==> config.mk <==
export PLATFORM = sky130hd
export DESIGN_NAME = utf8_encoder_with_string_hash_top
export DESIGN_NICKNAME = d
export VERILOG_FILES = /design/src/hw/rtl/u8h_pkg.sv /design/src/hw/rtl/u8h_front.sv /design/src/hw/rtl/u8h_queue.sv /design/src/hw/rtl/u8h_back.sv /design/src/hw/rtl/utf8_encoder_with_string_hash_top.sv
export SDC_FILE = /design/constraint.sdc
export NUM_CORES = 1
export LEC_CHECK = 0
export ABC_CLOCK_PERIOD_IN_PS = 5500
export BUFFER_PORTS_ARGS = -buffer_cell sky130_fd_sc_hd__buf_2
export CORE_MARGIN = 2
export CORE_UTILIZATION = 50
export CTS_CLUSTER_DIAMETER = 200
export DETAILED_ROUTE_END_ITERATION = 8
export GPL_TIMING_DRIVEN = 0
export PLACE_DENSITY = 0.76
export SLEW_MARGIN = 20
export SYNTH_ARGS = -nofsm -noshare
export SYNTH_HDL_FRONTEND = slang
export SYNTH_SLANG_ARGS = --single-unit
==> constraint.sdc <==
create_clock -name clk -period 5.5 [get_ports clk]
set_input_delay 0.55 -clock clk [delete_from_list [all_inputs] [get_ports clk]]
set_output_delay 0.55 -clock clk [all_outputs]
set_load 0.05 [all_outputs]
==> src/hw/rtl/u8h_pkg.sv <==
package u8h_pkg;

  localparam int unsigned QueueDepth = 4;
  localparam int unsigned QueueAw    = $clog2(QueueDepth);

  localparam logic [31:0] CpLimit   = 32'h0011_0000;
  localparam logic [31:0] Cp2Byte   = 32'h0000_0080;
  localparam logic [31:0] Cp3Byte   = 32'h0000_0800;
  localparam logic [31:0] Cp4Byte   = 32'h0001_0000;
  localparam logic [31:0] HashTag   = 32'h8000_0000;

  localparam logic [7:0] Lead2 = 8'd192;
  localparam logic [7:0] Lead3 = 8'd224;
  localparam logic [7:0] Lead4 = 8'd240;
  localparam logic [7:0] Cont  = 8'd128;

  // number of bytes minus one
  typedef enum logic [1:0] {
    LEN_1 = 2'd0,
    LEN_2 = 2'd1,
    LEN_3 = 2'd2,
    LEN_4 = 2'd3
  } len_t;

  typedef struct packed {
    logic [3:0][7:0] bytes;    // bytes[0] goes out first
    len_t            len;
    logic            eos;
    logic            invalid;
  } item_t;

endpackage

==> src/hw/rtl/u8h_front.sv <==
module u8h_front (
  input  logic           [31:0] code_point,
  input  logic                  end_of_string,
  output u8h_pkg::item_t        item
);
  import u8h_pkg::*;

  always_comb begin
    item         = '0;
    item.eos     = end_of_string;
    item.invalid = (code_point >= CpLimit);
    priority if (item.invalid) begin
      item.len = LEN_1;
    end else if (code_point < Cp2Byte) begin
      item.len      = LEN_1;
      item.bytes[0] = code_point[7:0];
    end else if (code_point < Cp3Byte) begin
      item.len      = LEN_2;
      item.bytes[0] = Lead2 | {3'b000, code_point[10:6]};
      item.bytes[1] = Cont  | {2'b00, code_point[5:0]};
    end else if (code_point < Cp4Byte) begin
      item.len      = LEN_3;
      item.bytes[0] = Lead3 | {4'b0000, code_point[15:12]};
      item.bytes[1] = Cont  | {2'b00, code_point[11:6]};
      item.bytes[2] = Cont  | {2'b00, code_point[5:0]};
    end else begin
      // below the limit, so the top field is at most three bits
      item.len      = LEN_4;
      item.bytes[0] = Lead4 | {5'b00000, code_point[20:18]};
      item.bytes[1] = Cont  | {2'b00, code_point[17:12]};
      item.bytes[2] = Cont  | {2'b00, code_point[11:6]};
      item.bytes[3] = Cont  | {2'b00, code_point[5:0]};
    end
  end

endmodule

==> src/hw/rtl/u8h_queue.sv <==
module u8h_queue (
  input  logic           clk,
  input  logic           rst,
  input  logic           wr_en,
  input  u8h_pkg::item_t wr_item,
  output logic           full,
  input  logic           rd_en,
  output u8h_pkg::item_t rd_item,
  output logic           rd_valid
);
  import u8h_pkg::*;

  item_t                mem [QueueDepth];
  logic [QueueAw-1:0]   wr_ptr;
  logic [QueueAw-1:0]   rd_ptr;
  logic [QueueAw:0]     count;

  assign full     = (count == (QueueAw+1)'(QueueDepth));
  assign rd_valid = (count != '0);
  assign rd_item  = mem[rd_ptr];

  always_ff @(posedge clk) begin
    if (wr_en) begin
      mem[wr_ptr] <= wr_item;
    end
  end

  always_ff @(posedge clk) begin
    if (rst) begin
      wr_ptr <= '0;
      rd_ptr <= '0;
      count  <= '0;
    end else begin
      if (wr_en) begin
        wr_ptr <= wr_ptr + 1'b1;
      end
      if (rd_en) begin
        rd_ptr <= rd_ptr + 1'b1;
      end
      unique case ({wr_en, rd_en})
        2'b10:   count <= count + 1'b1;
        2'b01:   count <= count - 1'b1;
        default: count <= count;
      endcase
    end
  end

endmodule

==> src/hw/rtl/u8h_back.sv <==
module u8h_back (
  input  logic                  clk,
  input  logic                  rst,
  input  u8h_pkg::item_t        head,
  input  logic                  head_valid,
  output logic                  head_pop,
  input  logic                  pop,
  output logic                  empty,
  output logic            [7:0] out_byte,
  output logic                  last_of_run,
  output logic                  string_done,
  output logic           [31:0] byte_length,
  output logic           [31:0] string_hash,
  output logic                  invalid_code
);
  import u8h_pkg::*;

  logic        out_valid;
  logic [1:0]  idx;
  logic [31:0] acc;
  logic [31:0] cnt;

  logic        emit;
  logic        last;
  logic        done;
  logic [7:0]  cur_byte;
  logic [31:0] hash_next;
  logic [31:0] cnt_next;

  assign empty = !out_valid;

  always_comb begin
    emit      = head_valid && (!out_valid || pop);
    cur_byte  = head.invalid ? 8'h00 : head.bytes[idx];
    last      = head.invalid || (idx == head.len);
    done      = last && head.eos && !head.invalid;
    // acc * 31 + byte
    hash_next = {acc[26:0], 5'b00000} - acc + {24'h000000, cur_byte};
    cnt_next  = cnt + 32'd1;
    head_pop  = emit && last;
  end

  always_ff @(posedge clk) begin
    if (rst) begin
      out_valid <= 1'b0;
      idx       <= '0;
      acc       <= '0;
      cnt       <= '0;
    end else if (emit) begin
      out_valid <= 1'b1;
      idx       <= last ? 2'd0 : idx + 2'd1;
      if (head.invalid || done) begin
        acc <= '0;
        cnt <= '0;
      end else begin
        acc <= hash_next;
        cnt <= cnt_next;
      end
    end else if (pop) begin
      out_valid <= 1'b0;
    end
  end

  always_ff @(posedge clk) begin
    if (emit) begin
      out_byte     <= cur_byte;
      last_of_run  <= last;
      string_done  <= done;
      invalid_code <= head.invalid;
      byte_length  <= done ? cnt_next : 32'd0;
      string_hash  <= done ? (hash_next | HashTag) : 32'd0;
    end
  end

endmodule

==> src/hw/rtl/utf8_encoder_with_string_hash_top.sv <==
// UTF-8 encoder with running string hash. Each pushed code point yields one to four
// encoded bytes, one per pop, the last flagged by last_of_run; a code point of 0x110000
// or above yields a single zero byte with invalid_code set and restarts the string. On
// the final byte of a code point pushed with end_of_string, string_done is set and
// byte_length and string_hash (acc*31+byte mod 2^32, bit 31 set) cover the whole string.
// Throughput is one byte per cycle while pop is held high; a four-entry queue of encoded
// code points lets input and output stall independently. With nothing ahead of it, a
// pushed code point is first written into the queue, then its first byte is registered
// onto the outputs.
module utf8_encoder_with_string_hash_top (
  input  logic        clk,
  input  logic        rst,
  input  logic        push,
  output logic        full,
  input  logic [31:0] code_point,
  input  logic        end_of_string,
  input  logic        pop,
  output logic        empty,
  output logic [7:0]  out_byte,
  output logic        last_of_run,
  output logic        string_done,
  output logic [31:0] byte_length,
  output logic [31:0] string_hash,
  output logic        invalid_code
);
  import u8h_pkg::*;

  item_t in_item;
  item_t head;
  logic  head_valid;
  logic  head_pop;
  logic  wr_en;

  assign wr_en = push && !full;

  u8h_front u_front (
    .code_point    (code_point),
    .end_of_string (end_of_string),
    .item          (in_item)
  );

  u8h_queue u_queue (
    .clk      (clk),
    .rst      (rst),
    .wr_en    (wr_en),
    .wr_item  (in_item),
    .full     (full),
    .rd_en    (head_pop),
    .rd_item  (head),
    .rd_valid (head_valid)
  );

  u8h_back u_back (
    .clk          (clk),
    .rst          (rst),
    .head         (head),
    .head_valid   (head_valid),
    .head_pop     (head_pop),
    .pop          (pop),
    .empty        (empty),
    .out_byte     (out_byte),
    .last_of_run  (last_of_run),
    .string_done  (string_done),
    .byte_length  (byte_length),
    .string_hash  (string_hash),
    .invalid_code (invalid_code)
  );

  a_done_is_last: assert property (@(posedge clk) disable iff (rst)
    !empty && string_done |-> last_of_run && !invalid_code && string_hash[31])
    else $error("string_done without last byte or hash tag");

  a_invalid_form: assert property (@(posedge clk) disable iff (rst)
    !empty && invalid_code |-> last_of_run && out_byte == 8'h00 && !string_done)
    else $error("malformed error result");

  a_no_stats: assert property (@(posedge clk) disable iff (rst)
    !empty && !string_done |-> byte_length == 32'd0 && string_hash == 32'd0)
    else $error("length or hash present without string_done");

  a_hold: assert property (@(posedge clk) disable iff (rst)
    !empty && !pop |=> !empty && $stable(out_byte) && $stable(last_of_run))
    else $error("result changed while stalled");

  a_pop_on_last: assert property (@(posedge clk) disable iff (rst)
    head_pop |=> !empty && last_of_run)
    else $error("queue entry retired without its last byte");

endmodule

Word level (Yosys, flattened, before mapping)

Memories as Yosys holds them, arrays and structs flattened. A register that Yosys moved wholly into a read port is not among the register bits.
Cells that the tools add are included.
Widths: inputs -> output; s select.

Bits in registers: 149
Memory bits (writable): 144
Input bits: 37
Output and inout bits: 77
Word-level logic and storage cells: 68
Memories: 1

Memory list:

| memory      | words | bits a word | read ports | clocked after memory_dff | wr ports | line            | RTL |
|---|---|---|---|---|---|---|---|
| u_queue.mem | 4     | 36          | 1          | 1                        | 1        | u8h_queue.sv:13 | `item_t mem [QueueDepth];` |

$add $sub $neg: 8
Order comparisons: 5
Equal/unequal tests: 4
Muxes and demuxes: 22
Reductions and logical operators: 14

Operators by type and width:

| cell                  | number |
|---|---|
| $mux 32               | 4 |
| $mux 24               | 2 |
| $add 32x1->32 const B | 1 |
| $add 32x8->32         | 1 |
| $ge 32x21->1 const B  | 1 |
| $lt 32x12->1 const B  | 1 |
| $lt 32x17->1 const B  | 1 |
| $lt 32x8->1 const B   | 1 |
| $sub 32x32->32        | 1 |
| $mux 8                | 3 |
| $mux 18               | 1 |
| $bmux 8 s2            | 1 |
| $mux 16               | 1 |
| $mux 10               | 1 |
| $mux 2                | 4 |
| $add 2x1->2 const B   | 3 |
| $pmux 3 s2            | 1 |
| $logic_and 1x1->1     | 5 |
| $mux 1                | 4 |
| $reduce_bool 2->1     | 2 |
| $add 3x1->3 const B   | 1 |
| $eq 3x3->1 const B    | 1 |
| $logic_not 1->1       | 3 |
| $logic_or 1x1->1      | 3 |
| 6 further kinds       | 6 |

Depth between registers and ports, before layout

Gate-level depths: netlist of the first run.

Word-level depth: 6
Mapped depth: 17
Depth with buffers taken out: 15

Cells and area by module

A second synthesis of the first run with hierarchy kept.

Cell total of the unflattened synthesis: 1202
Area total of the unflattened synthesis: 14337.5 sq um

Modules (own cells, without submodules):

| module                            | times used | cells each | area each (sq um) | sequential area each (sq um) |
|---|---|---|---|---|
| u8h_back                          | 1          | 855        | 7952.6            | 3543.4 |
| u8h_queue                         | 1          | 235        | 5684.2            | 4504.3 |
| u8h_front                         | 1          | 111        | 686.9             | 0.0 |
| utf8_encoder_with_string_hash_top | 1          | 1          | 13.8              | 0.0 |

Worst setup path after synthesis of the first run

Ideal clock, no wire load.

Path type: register to register
Start: register with a tool-made name
End: register u_back.string_hash[24] (data pin)
Library setup time: 0.255 ns
Data arrival time: 4.363 ns
Required time: 5.245 ns
Path slack: 0.882 ns
Cell stages (with the launch flop): 17
Buffers on the path: 4
Clock period less this slack: 4.618 ns
Path through: dfxtp_1 buf_6 buf_4 buf_2 mux4_2 mux4_2 nor2b_1 fa_1 ha_1 clkbuf_2 nor2_1 nor4_1 a21oi_1 o41a_1 o21ai_0 xor2_1 and2_1

RTL lines:

| item                 | line           | RTL |
|---|---|---|
| to (signal assigned) | u8h_back.sv:71 | `string_hash <= done ? (hash_next \| HashTag) : 32'd0;` |
| to (decl)            | u8h_back.sv:13 | `output logic [31:0] string_hash,` |

==> flow_metrics.py, run 1 <==
metrics = {
    "run_status": {
        "outcome": "completed",
    },
    "setup_path": {
        "crit_slowest_cell": "mux4_2",
        "rr_endpoint": "u_back.string_hash[29]",
        "max_stage_delay_ns": 0.57,
        "cp_data_required_time_ns": 5.81,
        "timing_worst_setup_path_type": "register to register",
        "cp_max_fo": 10,
        "reg2reg_slack_ns": 0.31,
        "crit_chain": "buf_6 -> buf_4 -> clkbuf_4 -> mux4_2 -> mux4_2 -> nor2b_1 -> ha_1 -> ha_1 -> fa_1 -> a21oi_1 -> nor2_1 -> nor4_1 -> o21ai_0 -> a211oi_1 -> xor2_1 -> nor2_1",
        "cp-end-kind": "register",
        "path_buf_inv": 3,
        "cp.arrival_ns": 5.50,
        "cp_top_family": "multiplexers",
        "r2r_cells": 16,
        "start_kind": "register",
    },
    "die": {
        "rows": 60,
        "dieWidth_um": 169,
        "chipHeight_um": 169,
        "initial_core_util": 0.509,
        "core_area_um2": 26900,
        "ios": 114,
        "die-area_um2": 28700,
    },
    "cts": {
        "hold_buffers": 0,
        "cts_tree": "yes",
        "clock_sinks": 277,
        "root_buffer": "clkbuf_16",
        "clkTransAtPathRegs_ns": 0.06,
        "numCtsBuffers": 30,
        "post_cts_buffers": 0,
        "max-clock-path-buffers": 3,
        "insertion_delay_ns": 0.57,
        "cts_htree_levels": 1,
    },
    "global_routing": {
        "grt_pass1_vias": 9268,
        "grt_usage": 0.213,
        "grt_pass1_wl_um": 48500,
        "antenna_found_initial": 0,
        "grt_max_degree": 43,
        "gr-total-overflow": 0,
    },
    "pwr": {
        "p_leak_nw": 6.00,
        "power_density_nw_per_um2": 474,
        "irDropWorstVdd_v": 0.000260,
        "power.total_mw": 7.50,
    },
    "min_path": {
        "hold_class": "primary input to register",
        "hold_depth": 1,
        "min_to": "u_queue.mem[2][1]",
        "hold_path.startpoint": "end_of_string",
    },
    "layout": {
        "regArea_um2": 7570,
        "diodes": 0,
        "syn_to_final_growth_pct": 15.8,
        "nNetsFinal": 1400,
        "drive_gt1_frac": 0.184,
        "multi_input_area_um2": 5610,
        "fillers": 2204,
    },
    "sta": {
        "tns_ns": 0,
        "tightestPinTransition_ns": 0.805,
        "drv_slew": 0,
        "timing_hold_violations_final": 0,
        "worst_slack_ns": 0.312,
        "holdWs_ns": 0.242,
        "period_needed_ns": 5.19,
        "fmax_ghz": 0.193,
        "skew_ns": 0.0199,
        "slew-limit-headroom": 0.458,
        "min_period_over_period": 0.943,
        "setup_viol": 0,
        "rsz0062_at_grt": "no",
    },
    "yosys": {
        "synth_cell_types": 65,
        "ys.warnings.count": 0,
        "synth-edff-count": 202,
        "synth-async-reset-ratio": 0,
        "avgSynthCellArea_um2": 11.9,
        "synth-seq-area-share": 0.554,
        "ys.flop_type": "edfxtp_1",
        "ys_ff_latch": 277,
        "netlist_instances": 1147,
        "synth_area_um2": 13700,
        "syn_nets": 1251,
    },
    "route": {
        "first_pass_iters": 5,
        "viasPerCell": 5.71,
        "drtAntennaViolNets": 0,
        "totalWireLength_um": 30500,
        "drt_iter0_markers": 722,
        "vias": 9492,
        "drc": 0,
        "routedWlPerCell_um": 18.4,
    },
    "placed_design": {
        "port_buffers": 112,
        "hpwl_um": 21900,
        "globalplace.congestion": 0.886,
        "pre_cts_ws_ns": -0.173,
    },
    "flow_run": {
        "maxCapViolCount": 0,
    },
}
[worst register-to-register path, delay by kind of cell, from the launching register on]
| family | cells | cell delay (ns) |
|---|---|---|
| muxes | 2 | 1.05 |
| adders and majority gates | 3 | 1.00 |
| AOI/OAI and AO/OA | 3 | 0.96 |
| buffers and inverters | 3 | 0.71 |
| and+or+nand+nor | 4 | 0.68 |
| DFF | 1 | 0.32 |
| xor gates and xnor gates | 1 | 0.22 |
[layout by cell type (no fill, tap or decap), types with 7 or more instances in the layout]
cell         n
a21o_1      24
mux4_2      37
nand2b_1    10
clkbuf_1    37
a211oi_1     7
nor3_1      13
and3_1      14
a21oi_1     64
nand4_1     12
dfxtp_1     75
clkbuf_16   30
xor2_1      28
a311oi_1    25
and2_1      39
nor2_1     130
nand3_1     23
xnor2_1     36
mux2i_1      7
inv_1       55
ha_1        62
a22oi_1     18
o21ai_0     30
nand2_1     68
a22o_1      10
nor2b_1     11
edfxtp_1   202
buf_2      125
[through the flow]
step | std cells | util | area, um^2
after global routing | 1661 | 0.589 | 15800
after detailed placement | 1605 | 0.549 | 14800
after global placement | 1600 | 0.545 | 14700
after CTS | 1661 | 0.588 | 15800
after floorplan | 1147 | - | 13700
final | 1661 | 0.589 | 15800
[Yosys cell counts, types with 4 or more instances]
library cell / instances / area (um^2)
a211o_1: 4 / 35.0
a211oi_1: 7 / 52.6
a21o_1: 24 / 180
a21oi_1: 64 / 320
a22o_1: 10 / 87.6
a22oi_1: 18 / 135
a311oi_1: 25 / 219
a31oi_1: 4 / 25.0
and2_1: 43 / 269
and3_1: 14 / 87.6
and4_1: 5 / 43.8
buf_2: 14 / 70.1
buf_4: 4 / 30.0
buf_6: 4 / 45.0
clkbuf_1: 38 / 143
dfxtp_1: 75 / 1500
edfxtp_1: 202 / 6070
fa_1: 5 / 100
ha_1: 62 / 776
inv_1: 55 / 206
mux2i_1: 7 / 70.1
mux4_2: 37 / 833
nand2_1: 68 / 255
nand2b_1: 10 / 62.6
nand3_1: 23 / 115
nand4_1: 12 / 75.1
nor2_1: 130 / 488
nor2b_1: 11 / 68.8
nor3_1: 13 / 65.1
nor4_1: 6 / 37.5
o21a_1: 5 / 37.5
o21ai_0: 30 / 150
o21bai_1: 4 / 30.0
or3_1: 5 / 31.3
xnor2_1: 36 / 315
xor2_1: 28 / 245
[power by group]
group / total (mW) / switching (mW) / leakage, nW / internal, mW
logic: 2.64 / 1.84 / 2.93 / 0.801
clock network: 2.09 / 0.830 / 0.506 / 1.26
registers: 2.76 / 0.100 / 2.56 / 2.66
[cell type report]
class	instances	area share
Buffer	61	0.0191
Clock buffer	34	0.0497
Clock inverter	22	0.0165
Inverter	56	0.0133
Multi-Input combinational cell	753	0.354
Sequential cell	277	0.478
Tap cell	341	0.0270
Timing Repair Buffer	117	0.0418
[worst max path at each step]
| stage | endpoint | slack, ns | cells past startpoint |
|---|---|---|---|
| after floorplan | u_back.string_hash[24] | 0.88 | 16 |
| after global placement | u_back.string_hash[24] | -0.13 | 15 |
| after detailed placement | u_back.string_hash[24] | -0.17 | 15 |
| after CTS | u_back.string_hash[27] | 0.004 | 15 |
| after global routing | u_back.string_hash[29] | 0.02 | 16 |
| final | u_back.string_hash[29] | 0.31 | 16 |
[cells by family (layout without fill, tap and decap cells)]
logic type	after synthesis	count (layout)	share of synthesized area
AO/OA/AOI/OAI	224	224	0.112
XOR/XNOR	66	66	0.0434
adder cells (fa/ha/maj)	67	67	0.0641
buffers and inverters	117	290	0.0368
flip-flops	277	277	0.554
multiplexers	44	44	0.0661
AND/OR/NAND/NOR	352	352	0.124
[layer usage]
layer,vias to the layer above,track usage,wire [um]
met5,-,0,0
met4,0,0.0654,714
met3,53,0.0268,1660
met2,303,0.368,15100
met1,4601,0.282,13000
li1,4535,-,-
[timing repair]
item / 4_1_cts / 5_1_grt
resized for setup: 1 / 5
setup endpoints to repair: 12 / 16
cloned: 0 / 0
pin swaps: 0 / 0
[state kept, by name, summed over array words and instances, names as in the netlist, named ones only]
signal	flops
u_back.cnt	32
u_back.string_hash	32
u_queue.count	3
u_back.out_valid	1
u_back.out_byte	8
u_queue.rd_ptr	2
u_back.last_of_run	1
u_back.idx	2
u_back.byte_length	32
u_queue.wr_ptr	2
u_queue.mem	128
u_back.invalid_code	1
u_back.acc	31
No activity file was read; power rests on OpenSTA's default activity.
==> run 2, diff against run 1 <==
--- a/config.mk
+++ b/config.mk
@@ -7,7 +7,6 @@
 export LEC_CHECK = 0
 export ABC_CLOCK_PERIOD_IN_PS = 5500
 export BUFFER_PORTS_ARGS = -buffer_cell sky130_fd_sc_hd__buf_2
-export CORE_MARGIN = 2
 export CORE_UTILIZATION = 50
 export CTS_CLUSTER_DIAMETER = 200
 export DETAILED_ROUTE_END_ITERATION = 8
==> run 2 against run 1 <==
Clock skew fell by 0.0074 ns; fmax grew 0.59%; flip-flop and latch count unchanged; combinational power about the same; register-to-register slack gained 0.03 ns; core utilization about the same; final cell count fell by 0.18%; largest power group unchanged.
==> flow_metrics.py, run 2 (synthesized netlist as in run 1, its figures left out) <==
metrics = {
    "run_status": {
        "outcome": "completed",
    },
    "setup_path": {
        "timing_worst_setup_path_type": "register to register",
        "cp.arrival_ns": 5.46,
        "max_stage_delay_ns": 0.56,
        "start_kind": "register",
        "cp-end-kind": "register",
        "path_buf_inv": 3,
        "reg2reg_slack_ns": 0.34,
        "cp_top_family": "compound AO/OA/AOI/OAI gates",
        "cp_data_required_time_ns": 5.80,
        "crit_chain": "buf_6 -> buf_4 -> clkbuf_4 -> mux4_2 -> mux4_2 -> nor2b_1 -> ha_1 -> ha_1 -> fa_1 -> a21oi_1 -> nor2_1 -> o311ai_0 -> a21oi_1 -> a211o_1 -> xnor2_1 -> nor2_1",
        "crit_slowest_cell": "o311ai_0",
        "cp_max_fo": 10,
    },
    "min_path": {
        "hold_class": "primary input to register",
    },
    "layout": {
        "diodes": 0,
        "finish.utilization": 0.589,
        "largest_reg_flops": 128,
        "layout_common_cells": "edfxtp_1, nor2_1, buf_2",
        "top_register": "u_queue.mem",
        "layout_commonest_cell": "edfxtp_1",
        "regArea_um2": 7570,
        "syn_to_final_growth_pct": 15.8,
        "finalNonFillerCells": 1658,
        "multi_input_area_um2": 5600,
        "fillers": 2164,
        "drive_gt1_frac": 0.178,
        "nNetsFinal": 1399,
    },
    "cts": {
        "clock_sinks": 277,
        "clkTransAtPathRegs_ns": 0.06,
        "cts_tree": "yes",
        "numCtsBuffers": 29,
        "cts-resized-gates": 1,
        "root_buffer": "clkbuf_16",
        "max-clock-path-buffers": 3,
        "post_cts_buffers": 0,
        "hold_buffers": 0,
        "cts_htree_levels": 1,
        "insertion_delay_ns": 0.55,
    },
    "placed_design": {
        "dp_cells": 1605,
        "port_buffers": 112,
        "pre_cts_ws_ns": -0.0865,
        "hpwl_um": 21800,
        "globalplace.congestion": 0.878,
    },
    "route": {
        "drtAntennaViolNets": 0,
        "routedWlPerCell_um": 18.2,
        "drt_iter0_markers": 739,
        "drc": 0,
        "totalWireLength_um": 30200,
        "first_pass_iters": 4,
        "vias": 9485,
        "viasPerCell": 5.72,
    },
    "sta": {
        "fmax_ghz": 0.194,
        "drv_slew": 0,
        "min_period_over_period": 0.938,
        "slew-limit-headroom": 0.424,
        "skew_ns": 0.0125,
        "tightestPinTransition_ns": 0.855,
        "period_needed_ns": 5.16,
        "timing_hold_violations_final": 0,
        "tns_ns": 0,
        "rsz0062_at_grt": "no",
        "setup_viol": 0,
        "worst_slack_ns": 0.342,
    },
    "global_routing": {
        "grt_max_degree": 45,
        "grt_usage": 0.218,
        "gr-total-overflow": 0,
        "antenna_found_initial": 0,
        "grt_pass1_wl_um": 48600,
        "grt_pass1_vias": 9379,
    },
    "pwr": {
        "p_leak_nw": 6.00,
        "irDropWorstVdd_v": 0.000296,
        "power.total_mw": 7.50,
        "power_density_nw_per_um2": 474,
    },
    "die": {
        "rows": 60,
        "initial_core_util": 0.509,
        "ios": 114,
        "dieWidth_um": 167,
        "chipHeight_um": 167,
        "die-area_um2": 28000,
        "core_area_um2": 26900,
    },
    "flow_run": {
        "maxCapViolCount": 0,
    },
}
run 2: cell types whose count changed in the layout (fill, tap and decap cells not counted), sizes merged:
cell / previous run / this run
clkinvlp: 3 / 1
bufinv: 5 / 7
clkinv: 13 / 10
run 2: where the power goes:
part           internal, mW  switching (mW)  total [mW]
clock                  1.31           0.783        2.10
combinational         0.804            1.83        2.64
sequential             2.67          0.0996        2.76
run 2: layout make-up:
class | count | share of cell area
Clock buffer | 34 | 0.0483
Tap cell | 341 | 0.0270
Buffer | 61 | 0.0190
Inverter | 56 | 0.0133
Clock inverter | 19 | 0.0168
Multi-Input combinational cell | 753 | 0.354
Timing Repair Buffer | 117 | 0.0436
Sequential cell | 277 | 0.478
run 2: through the flow:
| stage | area (um^2) | hold slack, ns |
|---|---|---|
| 2_1_floorplan | 13700 | 0.425 |
| 3_3_place_gp | 14700 | 0.438 |
| 3_5_place_dp | 14800 | 0.444 |
| 4_1_cts | 15800 | 0.201 |
| 5_1_grt | 15800 | 0.208 |
| 6_report | 15800 | 0.224 |
run 2: path summary, 6_finish.rpt:
kind                   from                      to  depth (start not counted)
min           end_of_string       u_queue.mem[1][1]                          1
max                register  u_back.string_hash[27]                         16
max reg2reg        register  u_back.string_hash[27]                         16
min reg2reg  u_back.acc[28]          u_back.acc[28]                          2
run 2: per-layer routing:
metal	track usage	vias to the layer above	wire, um
met4	0.0754	0	747
met2	0.380	287	15000
met5	0	-	0
met1	0.280	4597	12900
met3	0.0288	55	1470
li1	-	4546	-
run 2: worst register-to-register path: cells and delay by family, from the launching register on:
kind / cells / cell delay [ns]
simple gates: 3 / 0.36
fa+ha+maj: 3 / 1.01
buf+inv: 3 / 0.71
flops: 1 / 0.32
compound gates: 4 / 1.28
mux: 2 / 1.00
xor+xnor: 1 / 0.23
==> run 3, diff against run 2 <==
--- a/config.mk
+++ b/config.mk
@@ -5,13 +5,14 @@
 export SDC_FILE = /design/constraint.sdc
 export NUM_CORES = 1
 export LEC_CHECK = 0
+export ABC_AREA = 1
 export ABC_CLOCK_PERIOD_IN_PS = 5500
 export BUFFER_PORTS_ARGS = -buffer_cell sky130_fd_sc_hd__buf_2
 export CORE_UTILIZATION = 50
 export CTS_CLUSTER_DIAMETER = 200
 export DETAILED_ROUTE_END_ITERATION = 8
 export GPL_TIMING_DRIVEN = 0
-export PLACE_DENSITY = 0.76
+export PLACE_DENSITY = 0.75
 export SLEW_MARGIN = 20
 export SYNTH_ARGS = -nofsm -noshare
 export SYNTH_HDL_FRONTEND = slang
==> run 3 against run 2 <==
Register-to-register slack improved by 0.64 ns; clock skew decreased by 0.00065 ns; die area increased by 5.9%; core utilization increased by 0.37 points; fmax increased by 14%; critical path type unchanged; critical endpoint is now u_back.string_hash[10].
==> flow_metrics.py, run 3 <==
metrics = {
    "setup_path": {
        "cp_data_required_time_ns": 5.91,
        "cpMostUsedCell": "inv_1",
        "timing_worst_setup_path_type": "register to register",
        "start_kind": "register",
        "crit_slowest_cell": "nor2_1",
        "critical_path.startpoint": "u_back.idx[0]",
        "cp_max_fo": 8,
        "cp.arrival_ns": 4.93,
        "reg2reg_slack_ns": 0.98,
        "max_stage_delay_ns": 0.62,
        "cp-end-kind": "register",
        "crit_chain": "clkbuf_1 -> inv_1 -> nor2_1 -> a22o_1 -> inv_1 -> a21oi_1 -> inv_1 -> fa_1 -> inv_1 -> ha_1 -> nand2_1 -> nor2_1 -> nand2_1 -> nand3_1 -> nand2_1 -> nand2_1 -> xor2_1 -> inv_1 -> nor2_1",
        "r2r_start": "u_back.idx[0]",
    },
    "route": {
        "vias": 11900,
        "drt_iter0_markers": 1142,
        "viasPerCell": 5.28,
        "drc": 0,
        "routedWlPerCell_um": 15.5,
        "first_pass_iters": 6,
        "drtAntennaViolNets": 0,
        "totalWireLength_um": 35200,
    },
    "global_routing": {
        "met2_usage": 0.409,
        "busiest_layer": "met2",
        "grt_usage": 0.242,
        "grt_max_degree": 24,
        "grt_pass1_wl_um": 55700,
        "met3_usage": 0.0348,
        "antenna_found_initial": 0,
        "met1_usage": 0.315,
        "grt_pass1_vias": 11200,
        "gr-total-overflow": 0,
    },
    "yosys": {
        "synth_cell_types": 44,
        "synthDominantCellAreaShare": 0.419,
        "avgSynthCellArea_um2": 8.47,
        "synth-edff-count": 202,
        "synth_top_cells_by_area": "edfxtp_1, nand2_1, dfxtp_1",
        "syn_nets": 1814,
        "yosysMostFrequentCell": "nand2_1",
        "synth_area_leader_cell": "edfxtp_1",
        "netlist_instances": 1710,
        "synth_common_cells": "nand2_1, inv_1, nor2_1",
        "synth_area_um2": 14500,
        "synth-seq-area-share": 0.522,
        "ys.warnings.count": 0,
        "ys.flop_type": "edfxtp_1",
        "synth-async-reset-ratio": 0,
        "ys_ff_latch": 277,
    },
    "layout": {
        "layout_common_cells": "nand2_1, inv_1, nor2_1",
        "diodes": 0,
        "largest_reg_flops": 128,
        "drive_gt1_frac": 0.108,
        "regArea_um2": 7570,
        "nNetsFinal": 1965,
        "stdcell_area_um2": 16700,
        "multi_input_area_um2": 5730,
        "layout_commonest_cell": "nand2_1",
        "fillers": 2420,
        "top_register": "u_queue.mem",
        "syn_to_final_growth_pct": 15.2,
    },
    "die": {
        "dieWidth_um": 172,
        "core_area_um2": 28200,
        "die-area_um2": 29700,
        "chipHeight_um": 172,
        "initial_core_util": 0.515,
        "ios": 114,
        "rows": 61,
    },
    "cts": {
        "cts_htree_levels": 1,
        "root_buffer": "clkbuf_16",
        "insertion_delay_ns": 0.55,
        "numCtsBuffers": 29,
        "clkTransAtPathRegs_ns": 0.06,
        "max-clock-path-buffers": 3,
        "clock_sinks": 277,
        "hold_buffers": 0,
        "cts_tree": "yes",
        "cts-resized-gates": 0,
        "post_cts_buffers": 0,
    },
    "run_status": {
        "outcome": "completed",
    },
    "sta": {
        "timing_hold_violations_final": 0,
        "tightestPinTransition_ns": 0.882,
        "min_period_over_period": 0.821,
        "drv_slew": 0,
        "tns_ns": 0,
        "rsz0062_at_grt": "no",
        "slew-limit-headroom": 0.410,
        "skew_ns": 0.0118,
        "fmax_ghz": 0.221,
        "setup_viol": 0,
        "period_needed_ns": 4.52,
    },
    "min_path": {
        "hold_path.startpoint": "end_of_string",
        "hold_class": "primary input to register",
    },
    "placed_design": {
        "postPlaceCellArea_um2": 15800,
        "port_buffers": 112,
        "globalplace.congestion": 0.974,
        "hpwl_um": 26400,
    },
    "flow_run": {
        "maxCapViolCount": 0,
    },
}
==> run 3: cell types whose count changed after synthesis, sizes merged, moves of 15 or more <==
cell and change:
a311oi -26, o22ai +23, xnor2 -31, nor2 +87, nand2 +374, mux4 -37
a21oi +51, o21ai +50, inv +199, nand3 +41, and2 -42, a22oi -15
a21o -23
==> run 3: final cells by class <==
| cell class | instances | share of cell area |
|---|---|---|
| plain buffers | 51 | 0.0162 |
| clock buffers | 34 | 0.0452 |
| clock inverters | 19 | 0.00974 |
| inverters | 257 | 0.0578 |
| multi-input cells | 1125 | 0.343 |
| flip-flops and latches | 277 | 0.453 |
| well taps | 378 | 0.0283 |
| repair buffers | 120 | 0.0463 |
==> run 3: worst max-delay path, delay by kind of cell, from the launching register on <==
kind | cells | cell delay (ns)
XOR/XNOR | 1 | 0.34
AO/OA/AOI/OAI | 2 | 0.58
AND/OR/NAND/NOR | 8 | 1.43
flip-flops | 1 | 0.31
adder cells (fa/ha/maj) | 2 | 0.90
buffers and inverters | 6 | 0.81
==> run 3: through the flow <==
stage                     setup WS [ns]  cells  utilization  hold slack (ns)
final                             0.983   2261        0.593            0.213
after global routing              0.696   2261        0.593            0.196
after CTS                         0.978   2261        0.593            0.196
after detailed placement           1.04   2208        0.560            0.458
after global placement           -0.684   2200        0.551            0.442
after floorplan                   0.806   1710            -            0.433
==> run 3: path summary, 6_finish.rpt <==
kind | end | cells after the start
worst max-delay path | u_back.string_hash[10] | 19
worst min-delay path | u_queue.mem[2][1] | 1
worst max register to register | u_back.string_hash[10] | 19
worst min register to register | u_back.acc[1] | 2
==> run 3: logic make-up (layout without fill, tap and decap cells) <==
logic type / Yosys count / in the layout / synth area share
compound gates: 256 / 256 / 0.0986
xor+xnor: 39 / 39 / 0.0236
fa+ha+maj: 67 / 67 / 0.0604
buf+inv: 308 / 481 / 0.0852
flops: 277 / 277 / 0.522
simple gates: 763 / 763 / 0.210
==> run 3: routing by layer <==
| metal | wire, um | up-vias |
|---|---|---|
| met2 | 16700 | 421 |
| met3 | 2350 | 73 |
| met5 | 0 | - |
| li1 | - | 5887 |
| met4 | 1030 | 0 |
| met1 | 15000 | 5557 |
Power of run 3 is not shown: default switching activity piles up to over one toggle a cycle in this logic, so the estimate is an artifact.
